## src/rtl/gvq_ram.sv

```systemverilog
// ----------------------------------------------------------------------------
// gvq_ram
// Generic single-write, single-read RAM with registered read data.
// ----------------------------------------------------------------------------
`default_nettype none
module gvq_ram #(
  parameter int WIDTH = 32,
  parameter int DEPTH = 128
) (
  input  wire logic                     clk_i,
  input  wire logic                     we_i,
  input  wire logic [$clog2(DEPTH)-1:0] waddr_i,
  input  wire logic [WIDTH-1:0]         wdata_i,
  input  wire logic [$clog2(DEPTH)-1:0] raddr_i,
  output logic      [WIDTH-1:0]         rdata_o
);
  logic [WIDTH-1:0] mem_q [DEPTH];

  always_ff @(posedge clk_i) begin
    if (we_i) begin
      mem_q[waddr_i] <= wdata_i;
    end
    rdata_o <= mem_q[raddr_i];
  end
endmodule
`default_nettype wire

```

## config.mk

```make
export PLATFORM = sky130hd
export DESIGN_NAME = gvq_ram
export DESIGN_NICKNAME = d
export VERILOG_FILES = /design/src/rtl/gvq_ram.sv
export SDC_FILE = /design/constraint.sdc
export NUM_CORES = 2
export LEC_CHECK = 0
export ABC_CLOCK_PERIOD_IN_PS = 4790
export BUFFER_PORTS_ARGS = -buffer_cell sky130_fd_sc_hd__buf_2
export CAP_MARGIN = 20
export CELL_PAD_IN_SITES_DETAIL_PLACEMENT = 1
export CELL_PAD_IN_SITES_GLOBAL_PLACEMENT = 1
export CORE_MARGIN = 1
export CORE_UTILIZATION = 57
export DETAILED_ROUTE_END_ITERATION = 6
export GPL_ROUTABILITY_DRIVEN = 0
export GPL_TIMING_DRIVEN = 0
export PLACE_DENSITY_LB_ADDON = 0.1
export SLEW_MARGIN = 20
export SYNTH_ARGS = -nofsm -noshare
export SYNTH_HDL_FRONTEND = slang
export SYNTH_SLANG_ARGS = --single-unit
```

## constraint.sdc

```tcl
create_clock -name clk_i -period 4.79 [get_ports clk_i]
set_clock_uncertainty 0.1 [all_clocks]
set_input_delay 0 -clock clk_i [delete_from_list [all_inputs] [get_ports clk_i]]
set_output_delay 0 -clock clk_i [all_outputs]
set_load 0.05 [all_outputs]
```

Word-level counts from Yosys, hierarchy flattened
Memory sizes are Yosys's and may differ from the RTL's. A register that Yosys moved wholly into a read port is not among the register bits.
Index checks and enable logic that the tools add are counted.
Word-level totals
  flip-flop bits (word level): 0
  memory bits (writable): 4096
  memories kept: 1
Memories
  mem_q: depth 128, width 32, read ports 1, clocked after memory_dff 1, write ports 1, line 17  | logic [WIDTH-1:0] mem_q [DEPTH];
Operators by class
  multiplexer cells: 2
Operator list (count)
  $mux W1: 2

Depth between registers and ports, before layout
  word-level depth: 2
  mapped depth: 8

Least setup slack after synthesis
OpenSTA, ideal clock, no wires.
  path type: input-to-reg
  start point: input port we_i
  end point: memory mem_q[98][0] (enable)
  library setup time: 0.461 ns
  data arrival time: 2.778 ns
  required time: 4.229 ns
  path slack: 1.451 ns
  cell stages on the path: 3
  cell sequence: clkbuf_1 nand4_1 nor3_1
Between the ends
  word-level cells in the longest chain between the ends: 2
Ends and longest elaborated chain
  start: declaration: line 11  | input wire logic we_i,
  $mux W1: line 20  | if (we_i) begin
  $mux W1 (implied by the code): line 21  | mem_q[waddr_i] <= wdata_i;
  end: declaration: line 17
No other way between the ends.

==> flow_metrics.py <==
metrics = {
    "pwr": {
        "leakage_nw": 56.4,
        "power_density_nw_per_um2": 424,
        "vdd.ir_drop.worst_uv": 436,
        "finalPower_mw": 77.3,
    },
    "sta": {
        "finalCritPeriodShare_pct": 82.5,
        "worst_slew_pin_slew_ns": 1.22,
        "rsz0062_at_grt": "no",
        "fmax_ghz": 0.253,
        "finalSetupViolCount": 0,
        "finalHoldViolCount": 0,
        "timing.final.max_slew_violations": 0,
        "setup_slack_ns": 0.838,
        "max_slew_margin_pct": 18.7,
        "period_minus_slack_ns": 3.95,
    },
    "logic_synthesis": {
        "synthCells": 5990,
        "synth_area_leaders": "edfxtp_1 79%, mux4_2 19%, clkbuf_1 0.44%, dfxtp_1 0.41%, nor2_1 0.29%",
        "synth_most_common_cell": "edfxtp_1",
        "synthesis.area_um2": 156000,
        "yosys.area.top_type": "edfxtp_1",
        "ys_ff_latch": 4128,
        "yosysWarnings": 0,
        "synthArstFlopShare_pct": 0,
        "synthTopCellsByCount": "4,096 x edfxtp_1, 1,344 x mux4_2, 182 x clkbuf_1",
        "synth_cell_type_count": 17,
        "synth-main-ff-cell": "edfxtp_1",
        "syn_nets": 6038,
        "synth_top_area_share_pct": 78.7,
        "yosysSeqAreaShare_pct": 79.1,
        "syn_area_per_cell_um2": 26.1,
        "synth_edf_count": 4096,
    },
    "clock_tree": {
        "tritoncts": "built",
        "clockBufferDepth": 4,
        "cts.sinks": 4128,
        "cts_inserted_buffers": 412,
        "clk_pin_slew_ns": 0.07,
        "post_cts_buffers": 0,
        "clkLatencyLatePin_ns": 0.98,
        "clock_tree.root_cell": "clkbuf_16",
        "cts_hold_buffers": 99,
        "cts_resized": 0,
        "h-tree-depth": 5,
    },
    "floorplanning": {
        "die_h_um": 526,
        "die_w_um": 526,
        "dieArea_um2": 276000,
        "top_level_ports": 80,
        "rows": 191,
        "core_area_um2": 272000,
        "initial_core_util_pct": 57.5,
    },
    "global_routing": {
        "grt-ovfl-total": 0,
        "grt_antenna_before_repair": 89,
        "grt.total_usage_pct": 32.2,
        "grt_pass1_vias": 75400,
        "grt_max_degree": 85,
        "grt_pass1_wl_mm": 604,
    },
    "drt": {
        "vias": 74200,
        "firstDrtPassIters": 5,
        "ant_nets": 0,
        "vias_per_cell": 6.85,
        "wirelength_mm": 443,
        "wl_per_cell_um": 40.9,
        "drtIter0Drc": 11200,
        "drcViolationCount": 0,
    },
    "final_layout": {
        "area_delta_synth_final_pct": 16.8,
        "fin_nets": 6860,
        "final_layout_size_suffix_gt1_share_pct": 35.8,
        "fin_area_um2": 183000,
        "fin_util_pct": 67.2,
    },
    "placement": {
        "io_buffers": 68,
        "dpl-instance-area_um2": 167000,
        "hpwl_mm": 295,
        "post-place-ws_ns": 0.0335,
    },
    "worst_setup_path": {
        "worstPathRequired_ns": 5.50,
        "cp-start-kind": "primary input",
        "end_kind": "flip-flop",
        "crit_arrival_ns": 4.66,
        "worstPathMaxFanout": 10,
        "crit_type": "in2reg",
    },
    "run": {
        "cap_viol_max_count": 0,
    },
    "status": {
        "status": "finished clean",
    },
    "min_path": {
        "hold_class": "in2reg",
    },
}
[report_power, final]
part	total [mW]	internal [mW]	switching (mW)
logic	4.61	1.64	2.97
registers	39.9	39.9	0.0529
clock network	32.8	18.9	13.9
total	77.3	60.4	16.9
[layer usage]
| metal | up-vias | routed length [um] | global-route usage [%] |
|---|---|---|---|
| li1 | 28200 | - | - |
| met1 | 40600 | 165000 | 45.5 |
| met2 | 4713 | 210000 | 49.7 |
| met3 | 661 | 51200 | 7.61 |
| met4 | 16 | 17000 | 12.0 |
| met5 | - | 114 | 0 |
[path summary, 6_finish.rpt]
kind / startpoint / end / slack, ns / cells after the start
setup / recovery: raddr_i[2] / rdata_o[4]$_DFF_P_ / 0.84 / 9
hold / removal: wdata_i[2] / mem_q[34][2]$_DFFE_PP_ / 0.07 / 2
setup reg to reg: mem_q[119][14]$_DFFE_PP_ / rdata_o[14]$_DFF_P_ / 1.90 / 4
hold reg to reg: mem_q[61][23]$_DFFE_PP_ / rdata_o[23]$_DFF_P_ / 1.13 / 4
[cell type report]
| type | count | area (um2) |
|---|---|---|
| plain buffers | 316 | 1370 |
| diodes | 103 | 258 |
| flip-flops and latches | 4128 | 124000 |
| repair buffers | 408 | 6870 |
| multi-input cells | 1546 | 32300 |
| clock inverters | 262 | 2730 |
| fillers | 20100 | 89200 |
| clock buffers | 498 | 10900 |
| well taps | 3570 | 4470 |
[kinds of logic after synthesis]
group,after synthesis,synth area share (%)
and+or+nand+nor,170,0.446
DFF,4128,79.1
buffers and inverters,316,0.839
muxes,1376,19.6
[worst max-delay path, cell delays in order]
cell      delay [ns]
clkbuf_1        0.45
buf_2           0.47
clkbuf_2        0.46
buf_16          0.21
clkbuf_1        0.88
mux4_2          0.43
mux4_2          0.64
mux4_2          0.65
mux2_2          0.39
[flip-flops by register name, indices dropped and copies added (netlist names)]
signal	flops
mem_q	4096
rdata_o	32
[per-stage QoR]
stage | std cells | hold WS, ns | TNS [ns]
after global placement | 9628 | 0.373 | -1358.82
after detailed placement | 9864 | 0.355 | 0
after CTS | 10700 | 0.00534 | 0
final | 10800 | 0.0725 | 0
after floorplan | 5990 | -0.00113 | 0
after global routing | 10800 | 0.0770 | 0
[placed cells by master (no fill, tap or decap), types with 3 or more instances in the layout]
master	synthesis	routed
edfxtp_1	4096	4096
mux4_2	1344	1344
clkbuf_16	0	424
clkbuf_1	182	217
buf_2	79	122
buf_16	0	120
nor2_4	0	119
diode_2	0	103
clkinv_1	0	92
buf_12	0	91
dlygate4sd3_1	0	82
clkinv_2	0	72
bufinv_16	0	49
buf_4	3	42
clkbuf_2	0	42
buf_6	2	39
buf_1	50	39
mux2_2	32	32
dfxtp_1	32	32
clkinvlp_4	0	22
nand2_1	14	14
nand3_1	12	12
nor3_2	0	9
clkinv_8	0	7
clkinv_4	0	7
nor2b_1	7	6
inv_16	0	5
nor2_1	122	3
nand4_1	3	3
inv_6	0	3
(Power assumes the default switching activity.)
