File: src/rtl/gvq_pkg.sv
// ----------------------------------------------------------------------------
// gvq_pkg
// Shared constants, types and helpers of the grid value quantizer.
// ----------------------------------------------------------------------------
`default_nettype none
package gvq_pkg;

  localparam int MAX_RANGE_DIMS = 8;
  localparam int MAX_SET_DIMS   = 8;
  localparam int SET_DEPTH      = 16;
  localparam int VALUE_WIDTH    = 32;

  localparam int RIDX_W = (MAX_RANGE_DIMS > 1) ? $clog2(MAX_RANGE_DIMS) : 1;
  localparam int SIDX_W = (MAX_SET_DIMS > 1) ? $clog2(MAX_SET_DIMS) : 1;
  localparam int EIDX_W = $clog2(SET_DEPTH);
  localparam int LEN_W  = $clog2(SET_DEPTH + 1);
  localparam int TBL_DEPTH = MAX_SET_DIMS * SET_DEPTH;
  localparam int ADDR_W = $clog2(TBL_DEPTH);
  localparam int DCNT_W = $clog2(VALUE_WIDTH);

  // configuration register indexes
  localparam logic [1:0] REG_RANGE_DIM_COUNT = 2'd0;
  localparam logic [1:0] REG_SET_DIM_COUNT   = 2'd1;

  typedef enum logic [1:0] {
    REQ_LOAD_RANGE = 2'd0,
    REQ_LOAD_LEN   = 2'd1,
    REQ_LOAD_ENTRY = 2'd2,
    REQ_QUANTIZE   = 2'd3
  } req_type_e;

  typedef enum logic [3:0] {
    ST_IDLE,
    ST_DIV_LOAD,
    ST_RNG_WR,
    ST_DIV_QUANT,
    ST_SET_T0,
    ST_SET_TL,
    ST_SET_SCAN,
    ST_FINISH
  } state_e;

  typedef struct packed {
    logic                   start;
    logic [VALUE_WIDTH-1:0] dividend;
    logic [VALUE_WIDTH-1:0] divisor;
  } div_req_t;

  typedef struct packed {
    logic                   done;
    logic [VALUE_WIDTH-1:0] quot;
    logic [VALUE_WIDTH-1:0] rem;
  } div_rsp_t;

  // nearer of two neighbors, tie goes up
  function automatic logic signed [VALUE_WIDTH-1:0] pick_nearer(
    input logic signed [VALUE_WIDTH-1:0] v,
    input logic signed [VALUE_WIDTH-1:0] lo,
    input logic signed [VALUE_WIDTH-1:0] hi
  );
    logic [VALUE_WIDTH-1:0] dlo;
    logic [VALUE_WIDTH-1:0] dhi;
    dlo = VALUE_WIDTH'(v - lo);
    dhi = VALUE_WIDTH'(hi - v);
    return (dlo < dhi) ? lo : hi;
  endfunction

endpackage
`default_nettype wire

File: src/rtl/gvq_divider.sv
// ----------------------------------------------------------------------------
// gvq_divider
// Restoring unsigned divider, one quotient bit per cycle.
// ----------------------------------------------------------------------------
`default_nettype none
module gvq_divider (
  input  wire logic              clk_i,
  input  wire logic              rst_ni,
  input  wire gvq_pkg::div_req_t req_i,
  output gvq_pkg::div_rsp_t      rsp_o
);
  import gvq_pkg::*;

  logic                   busy_q, done_q;
  logic [DCNT_W-1:0]      cnt_q;
  logic [VALUE_WIDTH-1:0] q_q, r_q, d_q;
  logic [VALUE_WIDTH-1:0] q_d, r_d;
  logic [VALUE_WIDTH:0]   trial;
  logic                   ge;

  always_comb begin
    trial = {r_q, q_q[VALUE_WIDTH-1]};
    ge    = trial >= {1'b0, d_q};
    r_d   = ge ? VALUE_WIDTH'(trial - {1'b0, d_q}) : trial[VALUE_WIDTH-1:0];
    q_d   = {q_q[VALUE_WIDTH-2:0], ge};
  end

  always_ff @(posedge clk_i or negedge rst_ni) begin
    if (!rst_ni) begin
      busy_q <= 1'b0;
      done_q <= 1'b0;
      cnt_q  <= '0;
    end else begin
      done_q <= 1'b0;
      if (req_i.start) begin
        busy_q <= 1'b1;
        cnt_q  <= '0;
      end else if (busy_q) begin
        cnt_q <= cnt_q + 1'b1;
        if (cnt_q == DCNT_W'(VALUE_WIDTH - 1)) begin
          busy_q <= 1'b0;
          done_q <= 1'b1;
        end
      end
    end
  end

  always_ff @(posedge clk_i) begin
    if (req_i.start) begin
      q_q <= req_i.dividend;
      r_q <= '0;
      d_q <= req_i.divisor;
    end else if (busy_q) begin
      q_q <= q_d;
      r_q <= r_d;
    end
  end

  assign rsp_o.done = done_q;
  assign rsp_o.quot = q_q;
  assign rsp_o.rem  = r_q;
endmodule
`default_nettype wire

File: config.mk
export PLATFORM = sky130hd
export DESIGN_NAME = gvq_divider
export DESIGN_NICKNAME = d
export VERILOG_FILES = /design/src/rtl/gvq_pkg.sv /design/src/rtl/gvq_divider.sv
export SDC_FILE = /design/constraint.sdc
export NUM_CORES = 1
export LEC_CHECK = 0
export BUFFER_PORTS_ARGS = -buffer_cell sky130_fd_sc_hd__buf_2
export CAP_MARGIN = 20
export CORE_AREA = 2 2 119 121
export CTS_CLUSTER_SIZE = 12
export DETAILED_ROUTE_END_ITERATION = 16
export DIE_AREA = 0 0 121 123
export GPL_ROUTABILITY_DRIVEN = 0
export PLACE_DENSITY = 0.74
export RECOVER_POWER = 25
export REMOVE_ABC_BUFFERS = 1
export SLEW_MARGIN = 10
export SYNTH_ARGS = -nofsm -noshare
export SYNTH_HDL_FRONTEND = slang
export SYNTH_SLANG_ARGS = --single-unit
File: constraint.sdc
create_clock -name clk_i -period 3.1 [get_ports clk_i]
set_input_delay 0.155 -clock clk_i [delete_from_list [all_inputs] [get_ports clk_i]]
set_output_delay 0.155 -clock clk_i [all_outputs]
set_load 0.05 [all_outputs]
Word-level counts from Yosys, hierarchy flattened
Cells that the tools add are included.
- output and inout bits: 65
- register bits: 103
- input bits: 67
- word-level logic and storage cells: 22
- equal/unequal tests: 1
- reduce and logical (&&, ||, !) cells: 1
- order comparisons: 1
- $add $sub $neg: 2
- mux-type cells: 11
- operator list (cell ; count):
    two-way mux 32 bit ; 3
    >= comparator 33 x 32 -> 1 bit ; 1
    subtractor 32 bit ; 1
    two-way mux 5 bit ; 2
    two-way mux 1 bit ; 6
    adder 5 x 1 -> 5 bit (second input constant) ; 1
    == test 5 bit (second input constant) ; 1
    nonzero test 2 bit ; 1

Longest topological paths before layout
- depth in word-level cells: 4
- mapped depth: 13
- gate-level depth less buffers: 11

Least setup slack after synthesis
Ideal clock, no wire load.
- path kind: flip-flop to flip-flop
- start: reg r_q[17]
- end: reg r_q[0]
- setup slack: 0.151 ns
- data required time: 3.021 ns
- stages on the path, launching flop included: 12
- setup time: 0.079 ns
- data arrival time: 2.870 ns
- path buffers: 2
- cells stage by stage: dfxtp_1 > ha_1 > buf_2 > a21o_1 > a21oi_2 > o21ai_0 > a221o_1 > o21ai_2 > a21o_1 > buf_6 > mux2_1 > a211oi_2
- word-level cells in the longest chain between the ends: 2
- RTL lines (what ; RTL line ; RTL):
    from (decl) ; gvq_divider.sv:16 ; logic [VALUE_WIDTH-1:0] q_q, r_q, d_q;
    from (signal assigned) ; gvq_divider.sv:55 ; r_q <= r_d;
    >= comparator 33 x 32 -> 1 bit ; gvq_divider.sv:23 ; ge = trial >= {1'b0, d_q};
    two-way mux 32 bit ; gvq_divider.sv:24 ; r_d = ge ? VALUE_WIDTH'(trial - {1'b0, d_q}) : trial[VALUE_WIDTH-1:0];
Every way passes these cells.
A chain may end at the register's enable or synchronous reset.

Final worst setup path
- start: reg r_q[17]
- end: reg r_q[3]
The elaborated chain is that of the path after synthesis.

==> impl_summary.txt <==
----------------------------------------------------
[Run status]
  Result of the run ... finished, violations left
  Violated checks ... max-capacitance violations, max-slew violations

[Critical path]
  Cells along the critical path ... ha_1, a21o_1, a21oi_2, o21ai_0, a221o_1, o21ai_2, a21o_1, buf_4, nand2_1, a311oi_1
  Critical Path Most Common Cell ... sky130_fd_sc_hd__a21o_1
  Maximum cell stage delay along the critical path ... 0.42 ns
  Startpoint type of the worst setup path ... flip-flop
  Internal reg-to-reg setup slack ... 0.24 ns
  Category of the most critical setup path ... flip-flop to flip-flop
  Data required, critical path ... 3.33 ns
  Kind of end point of the critical path ... flip-flop
  Slowest-stage cell, CP ... sky130_fd_sc_hd__ha_1
  CP arrival ... 3.09 ns
  Highest fanout seen on the critical path ... 9

[Timing]
  Number of hold violations in the final report ... 0
  F_max ... 349 MHz
  Final setup violation count ... 0
  Clock skew ... 0.0132 ns
  Max-Slew Margin vs Limit ... -63.9%
  Post-layout min period ... 2.86 ns
  Max-slew violations ... 51
  Final setup slack of the worst path ... 0.236 ns
  Ratio of final minimum period to clock period ... 92.4%
  Actual slew at the worst max-slew pin ... 2.46 ns

[Power and ir drop]
  Clock power share ... 34.2%
  Proportion of power drawn by flip-flops and latches ... 48.1%
  Sum of internal, switching and leakage power ... 0.00331 W
  Static Leak ... 3.33 nW
  Pwr Density ... 447 nW/um^2
  Worst IR Drop VDD ... 0.419 mV
  Switching fraction of total power ... 29.6%
  Int Power ... 0.00233 W
  Sw power ... 0.000979 W
  Power share of the combinational group ... 17.7%

[Synthesis]
  Top post-synthesis cells by area ... sky130_fd_sc_hd__edfxtp_1, sky130_fd_sc_hd__dfxtp_1, sky130_fd_sc_hd__ha_1
  Post-synth EDFFs ... 64
  Primary flip-flop cell chosen by synthesis mapping ... sky130_fd_sc_hd__edfxtp_1
  Number of synthesis warnings ... 0
  Proportion of synthesized chip area in sequential cells ... 46.0%
  Post-synthesis instance area ... 5960 sq um
  Syn avg cell area ... 10.3 sq um
  Post-synthesis sequential element count ... 103
  Fraction of post-synthesis cell area in the top cell type by area ... 32.3%
  Cell count after synthesis ... 580
  Count of unique library cells instantiated by Yosys ... 62
  Fraction of synthesis flops using an asynchronous set or reset pin ... 6.80%
  Most area-hungry cell type in the Yosys netlist ... sky130_fd_sc_hd__edfxtp_1

[Floorplanning]
  Die outline area ... 14900 sq um
  Row count ... 43
  Initial Utilization ... 43.8%
  Die Span X ... 121 um
  Std-Cell Core Area ... 13600 sq um
  Top-level port count ... 132
  Vertical die dimension ... 123 um

[Placed design]
  HPWL reported at the end of detailed placement ... 11100 um
  Worst setup slack before clock tree synthesis ... 0.239 ns
  Inst Count DP ... 870
  Number of port buffers ... 131

[Clock tree]
  Clock-pin slew on the worst setup and hold paths ... 0.08 ns
  Buffer levels on the longest clock path ... 2
  Worst skew pair latency ... 0.36 ns
  Inserted Clock Buffers ... 9
  # resized after CTS ... 0
  CTS tree ... built
  Maximum level of the CTS H-tree ... 3
  TritonCTS Sinks ... 103
  Buffer cell driving the clock tree root ... sky130_fd_sc_hd__clkbuf_16

[Drt]
  Post-detailed-route count of antenna-violating nets ... 0
  First DRT Iteration DRCs ... 342
  Post-Route WL ... 15100 um
  Vias after detailed routing ... 5043
  Residual DRC ... 0
  Total iterations of the first detailed-routing run ... 4
  Via count normalized by instance count ... 5.45
  Mean routed wirelength per cell ... 16.3 um

[Layout]
  Multi-input gate area ... 2900 sq um
  Fraction of final layout cells with drive strength greater than 1 ... 27.4%
  Leading cell type in the layout, fill and taps excluded ... sky130_fd_sc_hd__buf_2
  Area taken by flip-flops and latches ... 2740 sq um
  Final cell utilization of the core ... 54.5%
  Antenna fix cells ... 0
  Number of nets at the end of the flow ... 842
  Fillers ... 1171
  Final standard cell count with taps included and fillers excluded ... 925
  Synthesis-to-finish area growth ... 24.5%
  Commonest non-fill, non-tap cells in the layout ... sky130_fd_sc_hd__buf_2, sky130_fd_sc_hd__nand2_1, sky130_fd_sc_hd__edfxtp_1

[Global route]
  Overall track demand over capacity in global routing ... 20.7%
  Number of antenna violations at the first check in global routing ... 0
  Remaining Overflow, GRT ... 0
  Vias in the first global route ... 5027
  First-pass GRT wire length ... 24300 um
  Maximum number of pins on one net before global-route repair ... 51

[Run]
  Max_cap viols ... 1

[Min path]
  Path category of the worst min-delay check ... input port to flip-flop

----------------------------------------------------
-- registers in the layout (all words and copies together), names as in the netlist --
name    count
busy_q      1
cnt_q       5
d_q        32
done_q      1
q_q        32
r_q        32
-- worst max-delay path: cells and delay by family, from the launching register on --
| kind | cells | cell delay [ns] |
|---|---|---|
| buf+inv | 1 | 0.23 |
| compound gates | 7 | 1.67 |
| flops | 1 | 0.34 |
| fa+ha+maj | 1 | 0.42 |
| simple gates | 1 | 0.07 |
-- metal layers --
layer / global-route usage (%) / part of all wire [%] / vias to the layer above
met1: 25.3 / 44 / 2383
met4: 5.60 / 1.6 / 0
li1: - / - / 2445
met2: 35.7 / 48 / 196
met3: 6.27 / 6.8 / 19
met5: 0 / 0 / -
-- area by class of cell --
cell class / instances / area share (%)
Multi-Input combinational cell: 404 / 39.1
Sequential cell: 103 / 36.9
Timing Repair Buffer: 182 / 15.0
Clock buffer: 10 / 3.09
Tap cell: 180 / 3.04
Inverter: 40 / 2.02
Clock inverter: 6 / 0.844
-- synthesized netlist by cell type (3+ instances only) --
cell type and instances:
sky130_fd_sc_hd__buf_4 3, sky130_fd_sc_hd__nand2b_1 4, sky130_fd_sc_hd__nor2b_1 3, sky130_fd_sc_hd__buf_2 6, sky130_fd_sc_hd__nand4_1 13, sky130_fd_sc_hd__o211ai_1 3
sky130_fd_sc_hd__clkbuf_1 16, sky130_fd_sc_hd__mux2_2 31, sky130_fd_sc_hd__xor2_1 14, sky130_fd_sc_hd__o21ai_0 29, sky130_fd_sc_hd__nand3_1 4, sky130_fd_sc_hd__nor2_1 38
sky130_fd_sc_hd__xnor2_1 16, sky130_fd_sc_hd__a211oi_2 3, sky130_fd_sc_hd__nand2_1 68, sky130_fd_sc_hd__and3_1 5, sky130_fd_sc_hd__nor3_1 5, sky130_fd_sc_hd__ha_1 34
sky130_fd_sc_hd__edfxtp_1 64, sky130_fd_sc_hd__dfxtp_1 32, sky130_fd_sc_hd__a311oi_1 14, sky130_fd_sc_hd__a21o_1 18, sky130_fd_sc_hd__a32oi_1 7, sky130_fd_sc_hd__o21bai_1 4
sky130_fd_sc_hd__a31oi_1 3, sky130_fd_sc_hd__a22oi_1 3, sky130_fd_sc_hd__a21oi_1 30, sky130_fd_sc_hd__dfrtp_1 7, sky130_fd_sc_hd__buf_6 4, sky130_fd_sc_hd__o22ai_1 3
sky130_fd_sc_hd__inv_1 40, sky130_fd_sc_hd__buf_1 4, sky130_fd_sc_hd__mux2i_1 12, sky130_fd_sc_hd__o2111ai_1 3
-- power by group through the flow --
stage / combinational [W] / sequential (W) / clock, W
2_1_floorplan: 0.000221 / 0.00177 / 0
3_3_place_gp: 0.000547 / 0.00162 / 0
3_5_place_dp: 0.000555 / 0.00162 / 0
4_1_cts: 0.000588 / 0.00159 / 0.00116
5_1_grt: 0.000632 / 0.00160 / 0.00121
6_report: 0.000587 / 0.00159 / 0.00113
-- metrics by stage --
step	TNS, ns	hold slack, ns	area [sq um]
after floorplan	-0.105	-0.141	5780
after global placement	0	-0.0100	6770
after detailed placement	0	-0.00297	6770
after CTS	0	0.0755	7390
after global routing	-0.0304	0.0752	7410
final	0	0.0935	7410
-- cells by family after synthesis --
kind of cell	Yosys count	share of synthesized area (%)
DFF	103	46.0
xor gates and xnor gates	30	4.41
and+or+nand+nor	150	11.3
muxes	44	8.07
buffers and inverters	73	5.42
AOI/OAI and AO/OA	145	17.3
adders and majority gates	35	7.48
-- path summary, 6_finish.rpt --
| check | from | end | cells after the start |
|---|---|---|---|
| setup reg to reg | r_q[17]$_SDFFE_PP0P_ | r_q[3]$_SDFFE_PP0P_ | 10 |
| max in group asynchronous | rst_ni | busy_q$_DFF_PN0_ | 2 |
| min in group asynchronous | rst_ni | cnt_q[1]$_DFFE_PN0P_ | 2 |
| hold reg to reg | r_q[8]$_SDFFE_PP0P_ | r_q[8]$_SDFFE_PP0P_ | 2 |
| setup / recovery | r_q[17]$_SDFFE_PP0P_ | r_q[3]$_SDFFE_PP0P_ | 10 |
| hold / removal | req_i[42] | q_q[10]$_DFFE_PP_ | 2 |
-- what timing repair did --
item                                    in CTS  in global routing
hold endpoints to repair                    39                  0
endpoints found under the setup margin       0                  5
buffers inserted                             0                  6
hold buffers                                33                  0
Note: power is estimated with default switching activity, not from simulation.
